--- config.mk ---
export PLATFORM = sky130hd
export DESIGN_NAME = kvps_cell
export DESIGN_NICKNAME = d
export VERILOG_FILES = /design/src/rtl/core/kvps_pkg.sv /design/src/rtl/core/kvps_cell.sv
export SDC_FILE = /design/constraint.sdc
export NUM_CORES = 1
export LEC_CHECK = 0
export BUFFER_PORTS_ARGS = -buffer_cell sky130_fd_sc_hd__clkbuf_2
export CORE_AREA = 2 2 101 103
export CTS_BUF_LIST = sky130_fd_sc_hd__clkbuf_16
export CTS_CLUSTER_DIAMETER = 60
export DETAILED_ROUTE_END_ITERATION = 10
export DIE_AREA = 0 0 103 105
export GPL_TIMING_DRIVEN = 0
export HOLD_SLACK_MARGIN = 0.08
export PLACE_DENSITY = 0.8
export SLEW_MARGIN = 20
export SYNTH_ARGS = -nofsm -noshare
export SYNTH_HDL_FRONTEND = slang
export SYNTH_SLANG_ARGS = --single-unit
--- constraint.sdc ---
create_clock -name i_clk -period 5.9 [get_ports i_clk]
set_clock_uncertainty 0.2 [all_clocks]
set_input_delay 0.59 -clock i_clk [delete_from_list [all_inputs] [get_ports i_clk]]
set_output_delay 0.59 -clock i_clk [all_outputs]
set_load 0.01 [all_outputs]
--- src/rtl/core/kvps_pkg.sv ---
// Package for the key-value pair sorter.
// Holds the capacity constant and the transaction, entry and cell control types.
// No dependencies.
package kvps_pkg;

    localparam int MAX_PAIRS = 64;
    localparam int FILL_W    = $clog2(MAX_PAIRS + 1);

    typedef struct packed {
        logic [31:0] pair_key;
        logic [31:0] pair_value;
        logic        last_in;
    } t_in;

    typedef struct packed {
        logic [31:0] out_key;
        logic [31:0] out_value;
        logic        last_out;
        logic        dropped;
    } t_out;

    typedef struct packed {
        logic        valid;
        logic [31:0] key;
        logic [31:0] value;
    } t_entry;

    typedef struct packed {
        logic        load;
        logic        unload;
        logic [31:0] key;
        logic [31:0] value;
    } t_cell_ctl;

endpackage

--- src/rtl/core/kvps_cell.sv ---
// One cell of the sorting chain: holds one pair and moves it to a neighbor.
// Depends on kvps_pkg.
module kvps_cell (
    input  logic               i_clk,
    input  logic               i_rst_n,
    input  kvps_pkg::t_cell_ctl i_ctl,
    input  kvps_pkg::t_entry   i_prev_entry,
    input  logic               i_prev_ins,
    input  kvps_pkg::t_entry   i_next_entry,
    output kvps_pkg::t_entry   o_entry,
    output logic               o_ins
);
    import kvps_pkg::*;

    t_entry r_entry;
    t_entry n_entry;

    // A new pair goes before every held pair with a strictly larger value.
    assign o_ins   = !r_entry.valid || (i_ctl.value < r_entry.value);
    assign o_entry = r_entry;

    always_comb begin
        n_entry = r_entry;
        if (i_ctl.load && o_ins) begin
            if (i_prev_ins) begin
                n_entry = i_prev_entry;
            end else begin
                n_entry = '{valid: 1'b1, key: i_ctl.key, value: i_ctl.value};
            end
        end else if (i_ctl.unload) begin
            n_entry = i_next_entry;
        end
    end

    always_ff @(posedge i_clk) begin
        r_entry.key   <= n_entry.key;
        r_entry.value <= n_entry.value;
        if (!i_rst_n) begin
            r_entry.valid <= 1'b0;
        end else begin
            r_entry.valid <= n_entry.valid;
        end
    end

endmodule

After elaboration in Yosys (flattened, before gate mapping)
Index checks and enable logic that the tools add are counted. W data, S select, Z words.

Flip-flop bits (word level): 65. Output and inout port bits: 66. Word-level logic and storage cells: 11.

Magnitude comparators: 1. Multiplexer cells: 3. Reduce and logical (&&, ||, !) cells: 4.

Operators with widths (count): $mux W65 (3); $lt A32 B32 Y1 (1); $reduce_bool A2 Y1 (1); $logic_and A1 B1 Y1 (1); $logic_not A1 Y1 (1); $logic_or A1 B1 Y1 (1).

Depth between registers and ports, before layout
Word-level depth: 4. Gate-level depth with buffers: 10. Mapped depth without buffers: 8.

Worst setup path after synthesis
OpenSTA, ideal clock, no wires.

Path kind: input to register. Start: in i_ctl[1] (netlist bit). End: reg r_entry (netlist bit o_entry[0]) (enable). Library setup time: 0.394 ns. Data arrival time: 3.005 ns. Required time: 5.306 ns. Setup slack: 2.301 ns. Stages: 8. Cell sequence: ha_1 a2111oi_2 nor3_1 o311a_1 nor3b_2 buf_4 buf_6 or2_2.

Longest elaborated chain between the ends: 4.

RTL lines: start, declared (RTL line kvps_cell.sv:6) `input kvps_pkg::t_cell_ctl i_ctl,`; $lt A32 B32 Y1 (RTL line kvps_cell.sv:19) `assign o_ins = !r_entry.valid || (i_ctl.value < r_entry.value);`; $logic_or A1 B1 Y1 (RTL line kvps_cell.sv:19); $logic_and A1 B1 Y1 (RTL line kvps_cell.sv:24) `if (i_ctl.load && o_ins) begin`; $reduce_bool A2 Y1 (no source line); end, declared (RTL line kvps_cell.sv:15) `t_entry r_entry;`.

No other way between the ends. A chain may end at the register's enable or synchronous reset.

Worst setup path after layout
Start: reg r_entry (netlist bit o_entry[1]). End: reg r_entry (netlist bit o_entry[30]) (enable).

Longest elaborated chain between the ends: 4.

RTL lines (RTL line): $lt A32 B32 Y1 (kvps_cell.sv:19); $logic_or A1 B1 Y1 (kvps_cell.sv:19); $logic_and A1 B1 Y1 (kvps_cell.sv:24); $reduce_bool A2 Y1 (no source line).

No other way between the ends.

==> impl_metrics.yaml <==
run_status:
  outcome: "completed"
worst_setup_path:
  path_buf_inv: 4
  crit_chain: "inv_1, ha_1, a2111oi_2, nor3_1, o311a_1, nor3b_2, buf_4, buf_6, or2_4, buf_12"
  critPathMaxFanout: 39
  path_delay_family: "buffers and inverters"
  start_kind: "register"
  worst_setup_path_end_kind: "register"
  cpPeakStageDelay_ps: 390
  crit_type: "register to register"
  arrival_ps: 3210
  cp_data_required_time_ps: 5710
  crit_slowest_cell: "or2_4"
logic_synthesis:
  yosys.area_share.simple_pct: 3.07
  synth_ff_type: "edfxtp_1"
  syn_area_um2: 4310
  yosys.area.top_type: "edfxtp_1"
  async_flop_share_pct: 0
  synth_top_family_by_area: "multiplexers"
  yosysTopAreaCellShare_pct: 44.5
  synthAdderAreaFrac_pct: 8.99
  ys_ff_latch: 65
  synth_compound_area_share_pct: 4.35
  synth_top_cells_by_area: "edfxtp_1 (45%), mux2_2 (23%), mux2_1 (9.9%), ha_1 (9.0%), inv_1 (2.9%)"
  synth_mux_area_share_pct: 33.6
  synthDistinctLibCells: 31
  seq_area_frac_synth_pct: 45.0
  synth_xor_area_share_pct: 0
  syn_inst: 327
  synth_fp_nets: 557
  synth-edff-count: 64
  syn_avg_cell_area_um2: 13.2
  ys_warn_count: 0
sta:
  finalCritPeriodShare_pct: 57.5
  finalHoldViolCount: 0
  tns_ps: 0
  setup_viol: 0
  rsz0062_at_grt: "false"
  tightest_slew_ps: 600
  slew_violations: 0
  max_freq_mhz: 295
  max_slew_margin_pct: 60.0
  finalCriticalPeriod_ps: 3390
  finalWorstSetupSlack_ps: 2510
power_and_ir_drop:
  leakage_nw: 2.97
  ir_drop_mv: 0.164
  power.density_nw_per_um2: 247
  p_total_mw: 1.51
clocking:
  post-cts-setup-buffers: 0
  ctsHoldBuffers: 0
  numCtsBuffers: 9
  clockBufferDepth: 2
  cts.sinks: 65
  clock_latency_ps: 330
  cts_tree: "done"
  clockRootBuffer: "clkbuf_16"
  h-tree-depth: 3
  post_cts_resized: 0
  clk_pin_slew_ps: 60
layout:
  final_area_um2: 6110
  antenna_cells: 0
  nets: 832
  stdcell_count: 740
  largest_reg_flops: 65
  drive_gt1_share_pct: 62.4
  area_delta_synth_final_pct: 41.5
global_routing:
  overflow: 0
  globalRouteMet1Util_pct: 23.7
  globalRoute.busiestLayer: "met2"
  grtUsageMet2_pct: 42.0
  grt_util_met3_pct: 5.35
  grt_antenna_before_repair: 0
  grt_pass1_vias: 3949
  grt_pass1_wl_um: 18800
  track_usage_pct: 22.7
  grt_max_degree: 40
floorplan:
  boundaryPins: 265
  die_x_um: 103
  start_util_pct: 44.8
  die_height_um: 105
  row_count: 36
  core_area_um2: 9640
  die_area_um2: 10800
placed_design:
  post-place-ws_ps: 2150
  post-dp-hpwl_um: 9970
  place_area_um2: 5820
  portBuffers: 263
  post-place-cells: 724
  gp_congestion: 0.803
detailed_routing:
  avgRoutedWirePerCell_um: 16.4
  wl_um: 12100
  dr.pass1.iters: 5
  antenna_left: 0
  drt_iter0_drc: 100
  vias: 3651
  route.detailed.drc: 0
  avgViaCountPerCell: 4.93
min_path:
  hold_class: "input port to register"
run:
  max-cap-violations: 0
[through the flow]
step,hold WS (ps),util [%]
after global placement,468,60.1
after floorplan,421,-
final,342,63.3
after CTS,331,63.3
after global routing,341,63.3
after detailed placement,476,60.4
[cells by family after synthesis]
family | Yosys count
flip-flops | 65
AND/OR/NAND/NOR | 25
AO/OA/AOI/OAI | 30
adder cells (fa/ha/maj) | 31
buffers and inverters | 47
multiplexers | 129
[power breakdown]
group          internal, mW  switching, mW
registers             0.581         0.0217
clock network         0.322          0.197
logic                 0.201          0.189
total                  1.10          0.407
[path summary, 6_finish.rpt]
check | startpoint | endpoint | slack [ps] | cells after the start
setup / recovery | o_entry[1]$_DFFE_PP_ | o_entry[30]$_DFFE_PP_ | 2510 | 10
hold / removal | i_rst_n | o_entry[64]$_SDFFE_PN0P_ | 340 | 3
setup reg to reg | o_entry[1]$_DFFE_PP_ | o_entry[30]$_DFFE_PP_ | 2510 | 10
hold reg to reg | o_entry[64]$_SDFFE_PN0P_ | o_entry[64]$_SDFFE_PN0P_ | 480 | 2
[synthesized netlist by cell type, types with 2 or more instances]
library cell	n
mux2_2	90
edfxtp_1	64
mux2_1	38
inv_1	33
ha_1	31
a21oi_1	13
nand2_1	9
clkbuf_1	7
o21ai_0	7
buf_6	4
nand4_1	3
nor2_1	3
a211oi_1	2
and4_1	2
buf_2	2
nand2b_1	2
nand3_1	2
nor3_1	2
[tightest hold or removal path, stage by stage]
cell and delay [ps]:
clkbuf_2 90, o21ai_0 60, mux2i_1 70
[cells in the final DEF (no fill, tap or decap), types with 9 or more instances in the layout]
cell type	synthesis	routed
inv_1	33	33
mux2_2	90	90
nand2_1	9	9
edfxtp_1	64	64
clkbuf_16	0	9
a21oi_1	13	13
mux2_1	38	38
ha_1	31	31
clkbuf_2	0	263
[layout make-up]
cell class,count,area [um^2]
multi-input cells,215,2160
well taps,133,166
clock inverters,7,61.3
plain buffers,14,88.8
repair buffers,264,1340
flip-flops and latches,65,1940
clock buffers,9,225
inverters,33,124
fillers,825,3530
[routing by layer]
metal	vias to the layer above	share of wire, %
li1	1770	-
met1	1693	37
met2	166	54
met3	22	7.1
met4	0	2.5
met5	-	0
(Power assumes the default switching activity.)
